[config.mk]
export PLATFORM = sky130hd
export DESIGN_NAME = i2c_register_access_master
export DESIGN_NICKNAME = d
export VERILOG_FILES = /design/src/design/i2cm_pkg.sv /design/src/design/i2cm_regs.sv /design/src/design/i2cm_step.sv /design/src/design/i2c_register_access_master.sv
export SDC_FILE = /design/constraint.sdc
export NUM_CORES = 1
export LEC_CHECK = 0
export BUFFER_PORTS_ARGS = -buffer_cell sky130_fd_sc_hd__buf_2
export CORE_ASPECT_RATIO = 1.2
export CORE_MARGIN = 8
export CORE_UTILIZATION = 49
export CTS_CLUSTER_SIZE = 40
export DETAILED_ROUTE_END_ITERATION = 10
export GPL_ROUTABILITY_DRIVEN = 0
export GPL_TIMING_DRIVEN = 0
export PLACE_DENSITY = 0.75
export SKIP_LAST_GASP = 1
export SLEW_MARGIN = 25
export SYNTH_ARGS = -nofsm -noshare
export SYNTH_HDL_FRONTEND = slang
export SYNTH_SLANG_ARGS = --single-unit
[constraint.sdc]
create_clock -name aclk -period 7.45 [get_ports aclk]
set_clock_uncertainty 0.1 [all_clocks]
set_input_delay 0.3725 -clock aclk [delete_from_list [all_inputs] [get_ports aclk]]
set_output_delay 0.3725 -clock aclk [all_outputs]
set_load 0.02 [all_outputs]
[src/design/i2cm_pkg.sv]
// Shared types and constants for the I2C register access master.
package i2cm_pkg;

    localparam int TICK_W = 16;
    localparam int CFG_DATA_W = 16;
    localparam int CFG_INDEX_W = 2;

    // Item kinds.
    localparam logic [1:0] KIND_TICK  = 2'd0;
    localparam logic [1:0] KIND_WRITE = 2'd1;
    localparam logic [1:0] KIND_READ  = 2'd2;

    // Configuration register indexes.
    localparam logic [CFG_INDEX_W-1:0] CFG_SLAVE_ADDR = 2'd0;
    localparam logic [CFG_INDEX_W-1:0] CFG_PHASE_TICKS = 2'd1;
    localparam logic [CFG_INDEX_W-1:0] CFG_ACK_WAIT = 2'd2;

    // Reset values of the configuration registers.
    localparam logic [6:0] SLAVE_ADDR_RST = 7'd104;
    localparam logic [TICK_W-1:0] PHASE_TICKS_RST = 16'd5;
    localparam logic [TICK_W-1:0] ACK_WAIT_RST = 16'd688;

    typedef enum logic [3:0] {
        PH_IDLE,
        PH_ST_HI,
        PH_ST_LO,
        PH_BIT_LO,
        PH_BIT_HI,
        PH_ACK_LO,
        PH_ACK_HI,
        PH_ACK_WAIT,
        PH_RS_LO,
        PH_RD_LO,
        PH_RD_HI,
        PH_NK_LO,
        PH_NK_HI,
        PH_SP_LO,
        PH_SP_HI,
        PH_SP_REL
    } phase_t;

    typedef struct packed {
        logic [6:0]        slave_addr;
        logic [TICK_W-1:0] phase_ticks;
        logic [TICK_W-1:0] ack_wait;
    } cfg_t;

    typedef struct packed {
        phase_t            phase;
        logic [TICK_W-1:0] tick_count;
        logic [3:0]        bit_index;
        logic [1:0]        byte_index;
        logic [7:0]        shift_byte;
        logic [7:0]        reg_latch;
        logic [7:0]        data_latch;
        logic              is_read;
        logic [7:0]        received_byte;
        logic              nack_seen;
    } bus_state_t;

    typedef struct packed {
        logic       scl_level;
        logic       sda_pull_low;
        logic       busy_res;
        logic       done_res;
        logic [7:0] read_byte;
        logic       ack_error;
        logic       command_rejected;
    } result_t;

    localparam bus_state_t BUS_STATE_RST = '{
        phase: PH_IDLE,
        tick_count: '0,
        bit_index: '0,
        byte_index: '0,
        shift_byte: '0,
        reg_latch: '0,
        data_latch: '0,
        is_read: 1'b0,
        received_byte: '0,
        nack_seen: 1'b0
    };

endpackage

[src/design/i2cm_regs.sv]
// Configuration registers written through the configuration write channel.
module i2cm_regs
    import i2cm_pkg::*;
(
    input  logic                   aclk,
    input  logic                   aresetn,
    input  logic                   cfg_valid,
    input  logic [CFG_INDEX_W-1:0] cfg_index,
    input  logic [CFG_DATA_W-1:0]  cfg_data,
    output cfg_t                   cfg
);

    cfg_t cfg_reg;

    always_ff @(posedge aclk) begin
        if (!aresetn) begin
            cfg_reg.slave_addr <= SLAVE_ADDR_RST;
            cfg_reg.phase_ticks <= PHASE_TICKS_RST;
            cfg_reg.ack_wait <= ACK_WAIT_RST;
        end else if (cfg_valid) begin
            unique case (cfg_index)
                CFG_SLAVE_ADDR:  cfg_reg.slave_addr <= cfg_data[6:0];
                CFG_PHASE_TICKS: cfg_reg.phase_ticks <= cfg_data;
                CFG_ACK_WAIT:    cfg_reg.ack_wait <= cfg_data;
                default: ;
            endcase
        end
    end

    assign cfg = cfg_reg;

endmodule

[src/design/i2cm_step.sv]
// Next-state and line-drive logic of the bus sequencer for one item.
module i2cm_step
    import i2cm_pkg::*;
(
    input  bus_state_t cur,
    input  cfg_t       cfg,
    input  logic [1:0] kind,
    input  logic [7:0] sub_addr,
    input  logic [7:0] write_data,
    input  logic       sda_in,
    output bus_state_t nxt,
    output result_t    res
);

    function automatic logic [7:0] byte_to_send(input logic [1:0] idx, input bus_state_t s,
                                                input logic [6:0] addr7);
        logic [7:0] addr;
        addr = {addr7, 1'b0};
        if (idx == 2'd0) begin
            return addr;
        end else if (idx == 2'd1) begin
            return s.reg_latch;
        end else begin
            return s.is_read ? {addr7, 1'b1} : s.data_latch;
        end
    endfunction

    // Moves on once a byte's acknowledge slot is over.
    function automatic bus_state_t after_ack(input bus_state_t s, input logic [6:0] addr7);
        bus_state_t r;
        r = s;
        r.tick_count = '0;
        if (s.byte_index == 2'd0) begin
            r.byte_index = 2'd1;
            r.shift_byte = byte_to_send(2'd1, s, addr7);
            r.bit_index = '0;
            r.phase = PH_BIT_LO;
        end else if (s.byte_index == 2'd1) begin
            r.byte_index = 2'd2;
            if (s.is_read) begin
                r.phase = PH_RS_LO;
            end else begin
                r.shift_byte = byte_to_send(2'd2, s, addr7);
                r.bit_index = '0;
                r.phase = PH_BIT_LO;
            end
        end else if (s.is_read) begin
            r.shift_byte = '0;
            r.bit_index = '0;
            r.phase = PH_RD_LO;
        end else begin
            r.phase = PH_SP_LO;
        end
        return r;
    endfunction

    logic [TICK_W:0]   tick_inc;
    logic              phase_ends;
    logic [3:0]        bit_inc;
    logic [7:0]        rd_shift;
    logic              done;
    logic              rejected;

    assign tick_inc = {1'b0, cur.tick_count} + {{TICK_W{1'b0}}, 1'b1};
    assign phase_ends = tick_inc >= {1'b0, cfg.phase_ticks};
    assign bit_inc = cur.bit_index + 4'd1;
    assign rd_shift = {cur.shift_byte[6:0], sda_in};

    always_comb begin
        nxt = cur;
        done = 1'b0;
        rejected = 1'b0;
        if (kind == KIND_TICK) begin
            if (cur.phase == PH_ACK_WAIT) begin
                if (!sda_in) begin
                    nxt = after_ack(cur, cfg.slave_addr);
                end else if (tick_inc[TICK_W-1:0] >= cfg.ack_wait) begin
                    nxt.nack_seen = 1'b1;
                    nxt = after_ack(nxt, cfg.slave_addr);
                end else begin
                    nxt.tick_count = tick_inc[TICK_W-1:0];
                end
            end else if (cur.phase != PH_IDLE) begin
                if (!phase_ends) begin
                    nxt.tick_count = tick_inc[TICK_W-1:0];
                end else begin
                    nxt.tick_count = '0;
                    unique case (cur.phase)
                        PH_ST_HI: nxt.phase = PH_ST_LO;
                        PH_ST_LO: begin
                            nxt.shift_byte = byte_to_send(cur.byte_index, cur, cfg.slave_addr);
                            nxt.bit_index = '0;
                            nxt.phase = PH_BIT_LO;
                        end
                        PH_BIT_LO: nxt.phase = PH_BIT_HI;
                        PH_BIT_HI: begin
                            nxt.shift_byte = {cur.shift_byte[6:0], 1'b0};
                            nxt.bit_index = bit_inc;
                            nxt.phase = (bit_inc >= 4'd8) ? PH_ACK_LO : PH_BIT_LO;
                        end
                        PH_ACK_LO: nxt.phase = PH_ACK_HI;
                        PH_ACK_HI: nxt.phase = PH_ACK_WAIT;
                        PH_RS_LO:  nxt.phase = PH_ST_HI;
                        PH_RD_LO:  nxt.phase = PH_RD_HI;
                        PH_RD_HI: begin
                            nxt.shift_byte = rd_shift;
                            nxt.bit_index = bit_inc;
                            if (bit_inc >= 4'd8) begin
                                nxt.received_byte = rd_shift;
                                nxt.phase = PH_NK_LO;
                            end else begin
                                nxt.phase = PH_RD_LO;
                            end
                        end
                        PH_NK_LO: nxt.phase = PH_NK_HI;
                        PH_NK_HI: nxt.phase = PH_SP_LO;
                        PH_SP_LO: nxt.phase = PH_SP_HI;
                        PH_SP_HI: nxt.phase = PH_SP_REL;
                        PH_SP_REL: begin
                            nxt.phase = PH_IDLE;
                            done = 1'b1;
                        end
                        PH_IDLE, PH_ACK_WAIT: ;
                    endcase
                end
            end
        end else if (kind == KIND_WRITE || kind == KIND_READ) begin
            if (cur.phase != PH_IDLE) begin
                rejected = 1'b1;
            end else begin
                nxt.reg_latch = sub_addr;
                nxt.data_latch = write_data;
                nxt.is_read = (kind == KIND_READ);
                nxt.nack_seen = 1'b0;
                nxt.byte_index = '0;
                nxt.bit_index = '0;
                nxt.shift_byte = '0;
                nxt.tick_count = '0;
                nxt.phase = PH_ST_HI;
            end
        end
    end

    // Line levels follow the phase and shift register after the update.
    always_comb begin
        res.scl_level = 1'b1;
        res.sda_pull_low = 1'b0;
        unique case (nxt.phase)
            PH_ST_LO: res.sda_pull_low = 1'b1;
            PH_BIT_LO: begin
                res.scl_level = 1'b0;
                res.sda_pull_low = ~nxt.shift_byte[7];
            end
            PH_BIT_HI: res.sda_pull_low = ~nxt.shift_byte[7];
            PH_ACK_LO, PH_RS_LO, PH_RD_LO, PH_NK_LO: res.scl_level = 1'b0;
            PH_SP_LO: begin
                res.scl_level = 1'b0;
                res.sda_pull_low = 1'b1;
            end
            PH_SP_HI: res.sda_pull_low = 1'b1;
            PH_IDLE, PH_ST_HI, PH_ACK_HI, PH_ACK_WAIT, PH_RD_HI, PH_NK_HI, PH_SP_REL: ;
        endcase
        res.busy_res = (nxt.phase != PH_IDLE);
        res.done_res = done;
        res.read_byte = nxt.received_byte;
        res.ack_error = nxt.nack_seen;
        res.command_rejected = rejected;
    end

endmodule

[src/design/i2c_register_access_master.sv]
// An accepted item passes through the input register and then the result register.
// One item per cycle while the result register is not stalled; the bus sequencer state updates once per item.
// A stalled result register holds its transfer while the input register still takes one item.
// Reset (aresetn low, synchronous): sequencer idle, result valid cleared, config at defaults.
// Configuration writes are taken in every cycle.
module i2c_register_access_master
    import i2cm_pkg::*;
(
    input  logic                   aclk,
    input  logic                   aresetn,
    input  logic                   cfg_valid,
    output logic                   cfg_ready,
    input  logic [CFG_INDEX_W-1:0] cfg_index,
    input  logic [CFG_DATA_W-1:0]  cfg_data,
    input  logic                   s_valid,
    output logic                   s_ready,
    input  logic [1:0]             s_kind,
    input  logic [7:0]             s_sub_addr,
    input  logic [7:0]             s_write_data,
    input  logic                   s_sda_in,
    output logic                   m_valid,
    input  logic                   m_ready,
    output logic                   m_scl_level,
    output logic                   m_sda_pull_low,
    output logic                   m_busy_res,
    output logic                   m_done_res,
    output logic [7:0]             m_read_byte,
    output logic                   m_ack_error,
    output logic                   m_command_rejected
);

    cfg_t       cfg;
    bus_state_t state_reg;
    bus_state_t state_next;
    result_t    res_next;
    result_t    res_reg;
    logic       in_valid_reg;
    logic [1:0] kind_reg;
    logic [7:0] sub_addr_reg;
    logic [7:0] write_data_reg;
    logic       sda_in_reg;
    logic       out_valid_reg;
    logic       advance;

    assign cfg_ready = 1'b1;

    i2cm_regs u_regs (
        .aclk      (aclk),
        .aresetn   (aresetn),
        .cfg_valid (cfg_valid),
        .cfg_index (cfg_index),
        .cfg_data  (cfg_data),
        .cfg       (cfg)
    );

    // The result register moves whenever it is empty or being drained.
    assign advance = !out_valid_reg || m_ready;
    assign s_ready = !in_valid_reg || advance;

    always_ff @(posedge aclk) begin
        if (!aresetn) begin
            in_valid_reg <= 1'b0;
        end else if (s_ready) begin
            in_valid_reg <= s_valid;
        end
    end

    always_ff @(posedge aclk) begin
        if (s_ready && s_valid) begin
            kind_reg <= s_kind;
            sub_addr_reg <= s_sub_addr;
            write_data_reg <= s_write_data;
            sda_in_reg <= s_sda_in;
        end
    end

    i2cm_step u_step (
        .cur         (state_reg),
        .cfg         (cfg),
        .kind        (kind_reg),
        .sub_addr    (sub_addr_reg),
        .write_data  (write_data_reg),
        .sda_in      (sda_in_reg),
        .nxt         (state_next),
        .res         (res_next)
    );

    always_ff @(posedge aclk) begin
        if (!aresetn) begin
            state_reg <= BUS_STATE_RST;
            out_valid_reg <= 1'b0;
        end else if (advance) begin
            out_valid_reg <= in_valid_reg;
            if (in_valid_reg) begin
                state_reg <= state_next;
            end
        end
    end

    always_ff @(posedge aclk) begin
        if (advance && in_valid_reg) begin
            res_reg <= res_next;
        end
    end

    assign m_valid = out_valid_reg;
    assign m_scl_level = res_reg.scl_level;
    assign m_sda_pull_low = res_reg.sda_pull_low;
    assign m_busy_res = res_reg.busy_res;
    assign m_done_res = res_reg.done_res;
    assign m_read_byte = res_reg.read_byte;
    assign m_ack_error = res_reg.ack_error;
    assign m_command_rejected = res_reg.command_rejected;

endmodule

## Word level (Yosys, flattened, before mapping)

Index checks and enable logic that the tools add are counted.

- Flip-flop bits (word level): 134
- Input bits: 42
- Output and inout bits: 17

- $add $sub $neg: 2
- Order comparisons: 3
- Equality and inequality tests: 37
- Mux-type cells: 51
- Bitwise gates (word level): 5
- Reductions and logical operators: 28

Operators with widths:

| kind | number |
|---|---|
| 51-bit 2-to-1 mux | 3 |
| 8-bit 2-to-1 mux | 15 |
| 60-bit 2-to-1 mux | 1 |
| 4-bit case mux with 14 select lines | 1 |
| 4-bit equality test (second input constant) | 13 |
| 24-bit 2-to-1 mux | 2 |
| 40-bit 2-to-1 mux | 1 |
| 4-bit 2-to-1 mux | 9 |
| 16-bit 2-to-1 mux | 2 |
| 4-bit by 3-bit equality test with 1-bit output (second input constant) | 6 |
| 8-bit case mux with 3 select lines | 1 |
| 16-bit by 1-bit adder with 17-bit output (second input constant) | 1 |
| 17-bit by 16-bit >= comparator with 1-bit output | 1 |
| 17-bit 2-to-1 mux | 1 |
| 4-bit by 2-bit equality test with 1-bit output (second input constant) | 4 |
| 16-bit >= comparator | 1 |
| 8-bit AND reduction | 2 |
| 14-bit 2-to-1 mux | 1 |
| 5-bit AND reduction | 2 |
| 4-bit != test (second input constant) | 2 |
| 4-bit case mux with 2 select lines | 1 |
| 2-bit AND reduction | 4 |
| 4-bit nonzero test | 2 |
| 1-bit 2-to-1 mux | 7 |
| 24 further kinds | 43 |

## Logic depth before layout (Yosys ltp)

Gate-level depths: netlist (run 1).

- Depth in word-level cells: 11
- Gate-level depth with buffers: 19

## By module

A second synthesis (run 1) with hierarchy kept.

- Cell total of the unflattened synthesis: 968
- Area, all modules: 8241.7 um^2

Modules (own cells, without submodules):

| module | times used | cells an instance | area an instance (um^2) |
|---|---|---|---|
| i2c_register_access_master | 1 | 305 | 3558.4 |
| i2cm_step | 1 | 503 | 3111.7 |
| i2cm_regs | 1 | 160 | 1571.5 |

## Least setup slack after synthesis (run 1)

No wires, ideal clock.

- Path kind: reg2reg
- Start point: register state_reg[42] (netlist bit)
- End point: register res_reg, in the netlist m_sda_pull_low (data pin)
- Arrival: 3.716 ns
- Required time: 7.085 ns
- Slack: 3.368 ns
- Cell stages (with the launch flop): 18
- Path buffers: 1
- Clock period less this slack: 4.082 ns
- Cells stage by stage: dfxtp_1 -> and3_1 -> nand3_1 -> nor2_1 -> and3_1 -> clkbuf_1 -> and3_1 -> nand3_1 -> xnor2_1 -> ha_1 -> nand3_1 -> or2_1 -> o21ai_2 -> and2_1 -> o21ai_0 -> a22o_1 -> and3_1 -> or3_1

RTL lines:

| what | line | text |
|---|---|---|
| start, declared | i2c_register_access_master.sv:33 | `bus_state_t state_reg;` |
| start signal, assigned | i2c_register_access_master.sv:95 | `state_reg <= state_next;` |
| end signal, assigned | i2c_register_access_master.sv:102 | `res_reg <= res_next;` |
| end, declared | i2c_register_access_master.sv:36 | `result_t res_reg;` |

## Worst setup path in the final report (run 1)

- Start point: register state_reg[40] (netlist bit)
- End point: register state_reg[27] (netlist bit)

- Cells in the longest elaborated chain, start to end: 4
- Elaborated cells between the ends (all ways): 6

Ends and longest elaborated chain:

| what | line | text |
|---|---|---|
| 16-bit by 1-bit adder with 17-bit output * | i2cm_step.sv:64 | `assign tick_inc = {1'b0, cur.tick_count} + {{TICK_W{1'b0}}, 1'b1};` |
| 16-bit >= comparator or 17-bit by 16-bit >= comparator with 1-bit output (tied branches) | i2cm_step.sv:77, i2cm_step.sv:65 |  |
| 4-bit != test (no source line) or 3-bit by 2-bit != test with 1-bit output (tied branches) | n/a |  |
| 8-bit AND reduction (no source line) * | n/a |  |

Mark *: on every way between the ends. The rest lies on a longest branch, timed or not.
A chain may end at the register's enable or synchronous reset.

==> results.py, run 1 <==
metrics = {
    "outcome": {
        "status": "complete, no violations",
    },
    "logic_synthesis": {
        "yosysTopAreaCell": "dfxtp_1",
        "async_flop_share": 0,
        "yosys-top-cells-area": "dfxtp_1, edfxtp_1, nand2_1",
        "synth.top_cell.area_share": 0.2763,
        "synth_mux_area_frac": 0.04650,
        "post_synth_fa_ha_maj_area_fraction": 0.06668,
        "syn-cell-area_um2": 7318,
        "yosys_warnings": 0,
        "synth-seq-cells": 134,
        "synth_most_common_cell": "nand2_1",
        "netlist_instances": 816,
        "syn-mean-instance-area_um2": 8.968,
        "synth_cell_types": 71,
        "ys_seq_area_frac": 0.4117,
        "synth_xor_area_frac": 0.02137,
        "synth_compound_gate_area_share": 0.2045,
        "synth-simple-area-share": 0.2011,
        "synth_common_cells": "nand2_1, dfxtp_1, a21oi_1, a21boi_0, inv_1",
        "synth_top_family_by_area": "compound AO/OA/AOI/OAI gates",
        "synth_edf_count": 33,
        "syn-num-nets": 897,
        "ys.flop_type": "dfxtp_1",
    },
    "die": {
        "num_rows": 49,
        "die-width_um": 127.6,
        "die_height_um": 149.9,
        "core-area_um2": 14780,
        "die_area_um2": 19120,
        "boundaryPins": 59,
        "start_util": 0.4953,
    },
    "sta": {
        "hold_viol": 0,
        "final.min_clock_period_ps": 4918,
        "slew_viol_final": 0,
        "fin_tns_setup_ps": 0,
        "max_freq_mhz": 203.3,
        "period_share": 0.6601,
        "rsz0062_at_grt": "false",
        "slew_headroom": 0.3945,
        "setup_viol_count_final": 0,
        "worstMarginPinSlew_ps": 908.3,
    },
    "power": {
        "p_leak_nw": 3.341,
        "ir_drop_v": 0.0001476,
        "total_power_mw": 1.729,
        "p_per_area_nw_per_um2": 205.5,
    },
    "clock_tree": {
        "clockBufferDepth": 2,
        "clk_pin_slew_ps": 60,
        "clkLatencyLatePin_ps": 420,
        "cts.repair.resized": 0,
        "numCtsBuffers": 17,
        "htreeDepth": 4,
        "cts_setup_buffers": 0,
        "clock-sinks": 134,
        "cts-hold-fix-buffers": 0,
        "cts-root-buf": "clkbuf_16",
        "cts_tree": "built",
    },
    "final_layout": {
        "final_layout_size_suffix_gt1_frac": 0.1448,
        "largest_reg_flops": 60,
        "nets": 973,
        "antenna_cells": 0,
        "area_delta_synth_final_pct": 14.99,
        "fill_cells": 1350,
    },
    "detailed_routing": {
        "drt_pass1_iterations": 6,
        "ant_nets": 0,
        "via_per_inst": 5.515,
        "dr.first_iter.drc_count": 337,
        "vias": 6116,
        "wirelength_um": 18030,
        "wl_per_cell_um": 16.26,
        "drc": 0,
    },
    "worst_setup_path": {
        "cp_num_cells": 19,
        "worstSetupStartpoint": "state_reg[40]",
        "ff2ff_setup_slack_ps": 2530,
        "worstPathArrival_ps": 5130,
        "path_common_cell": "and3_1",
        "rr_startpoint": "state_reg[40]",
        "critPathLaunchType": "flip-flop",
        "endpoint_kind": "flip-flop",
        "rr_worst_depth": 19,
        "crit_end": "state_reg[27]",
        "reg2reg_to": "state_reg[27]",
        "crit_fanout": 10,
        "crit_path_max_incr_delay_ps": 570,
        "crit_buf_inv": 2,
        "crit_type": "reg -> reg",
        "cp_slowest_cell": "a211oi_1",
        "critical_path_required_ps": 7660,
        "cp_top_family": "simple AND/OR/NAND/NOR gates",
        "crit_chain": "and3_1 > nand3_1 > nor2_1 > and3_1 > clkbuf_1 > and3_1 > nand3_1 > xnor2_1 > ha_1 > nand4_1 > nor2_1 > o2111ai_1 > o21ai_2 > nand2_1 > a211oi_1 > nand2b_1 > buf_2 > o221ai_1 > o211a_1",
    },
    "global_route": {
        "gr-usage-all-layers": 0.1939,
        "grt_max_degree": 24,
        "antenna_found_initial": 0,
        "grt-ovfl-total": 0,
        "grt_pass1_vias": 6055,
        "grt_pass1_wl_um": 29320,
    },
    "worst_hold_path": {
        "hold_class": "in -> reg",
        "hp-start": "s_kind[0]",
    },
    "placed_design": {
        "portBuffers": 57,
        "dp_hpwl_um": 13330,
    },
    "flow_run": {
        "cap_viol_max_count": 0,
    },
}
## cell usage in the layout (no fill, tap or decap), drive strengths merged, types with 3 or more instances in the layout
| cell | Yosys | final |
|---|---|---|
| a2111oi | 4 | 4 |
| a211oi | 10 | 10 |
| a21boi | 45 | 45 |
| a21o | 4 | 4 |
| a21oi | 53 | 53 |
| a22oi | 4 | 4 |
| a311oi | 4 | 4 |
| and2 | 7 | 7 |
| and3 | 11 | 11 |
| buf | 10 | 67 |
| clkbuf | 35 | 53 |
| clkinv | 0 | 8 |
| dfxtp | 101 | 101 |
| edfxtp | 33 | 33 |
| ha | 39 | 39 |
| inv | 45 | 49 |
| mux2 | 8 | 8 |
| mux2i | 25 | 25 |
| nand2 | 132 | 132 |
| nand2b | 8 | 8 |
| nand3 | 20 | 20 |
| nand4 | 11 | 11 |
| nor2 | 29 | 29 |
| nor2b | 33 | 33 |
| nor3 | 14 | 14 |
| nor3b | 7 | 7 |
| nor4 | 6 | 6 |
| o211a | 7 | 7 |
| o211ai | 10 | 10 |
| o21a | 7 | 7 |
| o21ai | 33 | 33 |
| o221a | 3 | 3 |
| o221ai | 5 | 5 |
| or2 | 4 | 4 |
| or3 | 7 | 7 |
| xnor2 | 10 | 10 |
| xor2 | 7 | 7 |
## worst min path at each step
| stage | cells past startpoint | endpoint | slack, ps |
|---|---|---|---|
| floorplan | 2 | u_regs.cfg[38] | 340 |
| global placement | 2 | u_regs.cfg[21] | 350 |
| detailed placement | 2 | u_regs.cfg[24] | 360 |
| CTS | 1 | write_data_reg[4] | 10 |
| global route | 1 | write_data_reg[6] | 10 |
| finish | 1 | kind_reg[0] | 20 |
## cells by family (layout without fill, tap and decap cells)
| family | Yosys count | after routing |
|---|---|---|
| adders and majority gates | 39 | 39 |
| buffers and inverters | 90 | 179 |
| DFF | 134 | 134 |
| xor gates and xnor gates | 17 | 17 |
| and+or+nand+nor | 295 | 295 |
| other | 1 | 1 |
| muxes | 33 | 33 |
| AOI/OAI and AO/OA | 207 | 207 |
## per-layer routing
metal / share of wire / vias up / track usage / wire (um)
met5: 0 / - / 0 / 0
met4: 0.048 / 0 / 0.1257 / 858
met1: 0.41 / 2808 / 0.2141 / 7321
li1: - / 3045 / - / -
met3: 0.047 / 53 / 0.03529 / 855
met2: 0.50 / 210 / 0.3374 / 8996
## cell type report
cell class                 instances  area [um2]  area share
inverter                          45       168.9     0.02007
clock buffer                      18       429.2     0.05100
tap                              204       255.2     0.03033
timing repair buffer              57       285.3     0.03390
multi-input combinational        592        3956      0.4701
clock inverter                    14       126.4     0.01502
buffer                            45       181.4     0.02156
sequential                       134        3013      0.3580
## where the power goes
group | internal [mW] | switching, mW | total, mW
Combinational | 0.0579 | 0.0944 | 0.152
Sequential | 0.770 | 0.0135 | 0.784
Clock | 0.462 | 0.331 | 0.793
Total | 1.29 | 0.439 | 1.73
## per-stage QoR
step	util	setup slack [ps]	hold slack, ps	instances	area [um2]
after CTS	0.5696	2596	11.47	1109	8416
after global routing	0.5696	2092	13.79	1109	8416
after detailed placement	0.5320	2614	356.7	1077	7860
final	0.5696	2532	21.64	1109	8416
after floorplan	-	3368	341.9	816	7318
after global placement	0.5319	2689	352.2	1077	7859
Power figures use the tool's default switching activity.
==> run 2, diff against run 1 <==
==> constraint.sdc (replaced) <==
create_clock -name aclk -period 4.6 [get_ports aclk]
set_clock_uncertainty 0.1 [all_clocks]
set_input_delay 0.23 -clock aclk [delete_from_list [all_inputs] [get_ports aclk]]
set_output_delay 0.23 -clock aclk [all_outputs]
set_load 0.02 [all_outputs]
==> run 2 against run 1 <==
- clock power rose by 61%
- critical path depth fell by 3
- die area did not move
- final cell count rose by 3.7%
- total power rose by 64%
- first-iteration DRC count rose by 14%
- flip-flop and latch count did not move
- maximum frequency rose by 13%
- cell area rose by 5.6%
- register-to-register slack got worse by 2300 ps
- critical endpoint is now m_sda_pull_low
==> results.py, run 2 (synthesized netlist as in run 1, its figures left out) <==
metrics = {
    "outcome": {
        "status": "complete, no violations",
    },
    "power": {
        "ir_drop_v": 0.0002419,
        "p_per_area_nw_per_um2": 318.8,
        "p_leak_nw": 3.536,
    },
    "die": {
        "die_height_um": 149.9,
        "boundaryPins": 59,
        "num_rows": 49,
        "core-area_um2": 14780,
        "die-width_um": 127.6,
        "start_util": 0.4953,
        "die_area_um2": 19120,
    },
    "worst_setup_path": {
        "worstPathArrival_ps": 4410,
        "crit_path_max_incr_delay_ps": 460,
        "crit_chain": "and3_4 > nand3_4 > nor2_4 > and3_2 > and3_1 > nand3_1 > xnor2_2 > ha_1 > nand4_1 > nor2_1 > o2111ai_1 > o21ai_2 > nor2b_2 > a22o_1 > nor4_1 > or3_1",
        "crit_type": "reg -> reg",
        "critPathLaunchType": "flip-flop",
        "endpoint_kind": "flip-flop",
        "crit_fanout": 7,
        "rr_startpoint": "state_reg[40]",
        "cp_slowest_cell": "nor2b_2",
        "crit_buf_inv": 0,
        "worstSetupStartpoint": "state_reg[40]",
        "critical_path_required_ps": 4660,
        "cp_top_family": "simple AND/OR/NAND/NOR gates",
        "ff2ff_setup_slack_ps": 260,
    },
    "global_route": {
        "grt_pass1_wl_um": 30320,
        "grt_max_degree": 24,
        "antenna_found_initial": 0,
        "gr-usage-all-layers": 0.2000,
        "grt_pass1_vias": 6276,
        "grt-ovfl-total": 0,
    },
    "placed_design": {
        "place_area_um2": 7860,
        "portBuffers": 57,
        "dp_hpwl_um": 13330,
        "dp.cells": 1077,
    },
    "clock_tree": {
        "htreeDepth": 4,
        "clock-sinks": 134,
        "cts_tree": "built",
        "clk_pin_slew_ps": 60,
        "numCtsBuffers": 17,
        "clockBufferDepth": 2,
        "cts-root-buf": "clkbuf_16",
        "clkLatencyLatePin_ps": 420,
    },
    "sta": {
        "fin_hold_ws_ps": 48.08,
        "slew_headroom": 0.4022,
        "worstMarginPinSlew_ps": 896.7,
        "final.min_clock_period_ps": 4345,
        "slew_viol_final": 0,
        "hold_viol": 0,
        "max_freq_mhz": 230.2,
        "setup_viol_count_final": 0,
        "fin_tns_setup_ps": 0,
        "period_share": 0.9446,
    },
    "detailed_routing": {
        "dr.first_iter.drc_count": 383,
        "vias": 6326,
        "wl_per_cell_um": 16.24,
        "drc": 0,
        "wirelength_um": 18680,
        "drt_pass1_iterations": 5,
        "via_per_inst": 5.501,
        "ant_nets": 0,
    },
    "final_layout": {
        "layout_commonest_cell": "nand2_1",
        "final_cell_mix": "nand2_1, dfxtp_1, buf_2, a21oi_1",
        "nets": 1014,
        "fill_cells": 1282,
        "fin_cells": 1150,
        "area_delta_synth_final_pct": 21.39,
        "antenna_cells": 0,
        "largest_reg_flops": 60,
        "final_layout_size_suffix_gt1_frac": 0.1596,
        "design_area_um2": 8884,
    },
    "worst_hold_path": {
        "hp-start": "m_ready",
        "hold_class": "in -> reg",
    },
    "flow_run": {
        "cap_viol_max_count": 0,
    },
}
-- run 2: cell count changes in the layout (fill, tap and decap cells not counted), sizes merged --
| cell | delta |
|---|---|
| dlygate4sd3 | +36 |
| clkbuf | -1 |
| buf | +6 |
-- run 2: final timing paths --
path / to / cells after the start
setup / recovery: m_sda_pull_low / 16
hold / removal: m_valid / 3
setup reg to reg: m_sda_pull_low / 16
hold reg to reg: u_regs.cfg[6] / 2
-- run 2: timing repair --
action / 4_1_cts / 5_1_grt
gates resized for setup: 7 / 13
hold buffers: 36 / 0
pin swaps: 2 / 2
endpoints found under the hold margin: 53 / 0
setup buffers: 1 / 5
setup endpoints to repair: 26 / 39
-- run 2: final cells by class --
cell class / count / area [um2] / area share
inverter: 45 / 168.9 / 0.01901
buffer: 44 / 178.9 / 0.02014
clock inverter: 14 / 126.4 / 0.01423
timing repair buffer: 99 / 690.7 / 0.07775
multi-input combinational: 592 / 4019 / 0.4524
clock buffer: 18 / 429.2 / 0.04831
tap: 204 / 255.2 / 0.02873
sequential: 134 / 3015 / 0.3394
-- run 2: tightest hold or removal path: stages --
cell and delay [ps]:
buf_2 70, nor2b_1 60, o21a_1 160
-- run 2: stage by stage --
stage               power [mW]    util  setup WS, ps
floorplan                1.455       -         518.5
global placement         1.535  0.5319        -160.9
detailed placement       1.539  0.5320        -235.8
CTS                      2.843  0.5966         24.66
global route             2.924  0.6012        -1.504
finish                   2.832  0.6012         255.1
-- run 2: layer usage --
layer,wire length (um),global-route usage,up-vias
li1,-,-,3132
met1,7537,0.2179,2942
met2,9396,0.3521,190
met3,880,0.03708,62
met4,860,0.1281,0
met5,0,0,-
-- run 2: power by group --
part	leakage (nW)	internal, mW	switching [mW]	total (mW)
logic	2.13	0.118	0.160	0.278
registers	1.13	1.25	0.0220	1.27
clock network	0.277	0.748	0.536	1.28
total	3.54	2.11	0.718	2.83
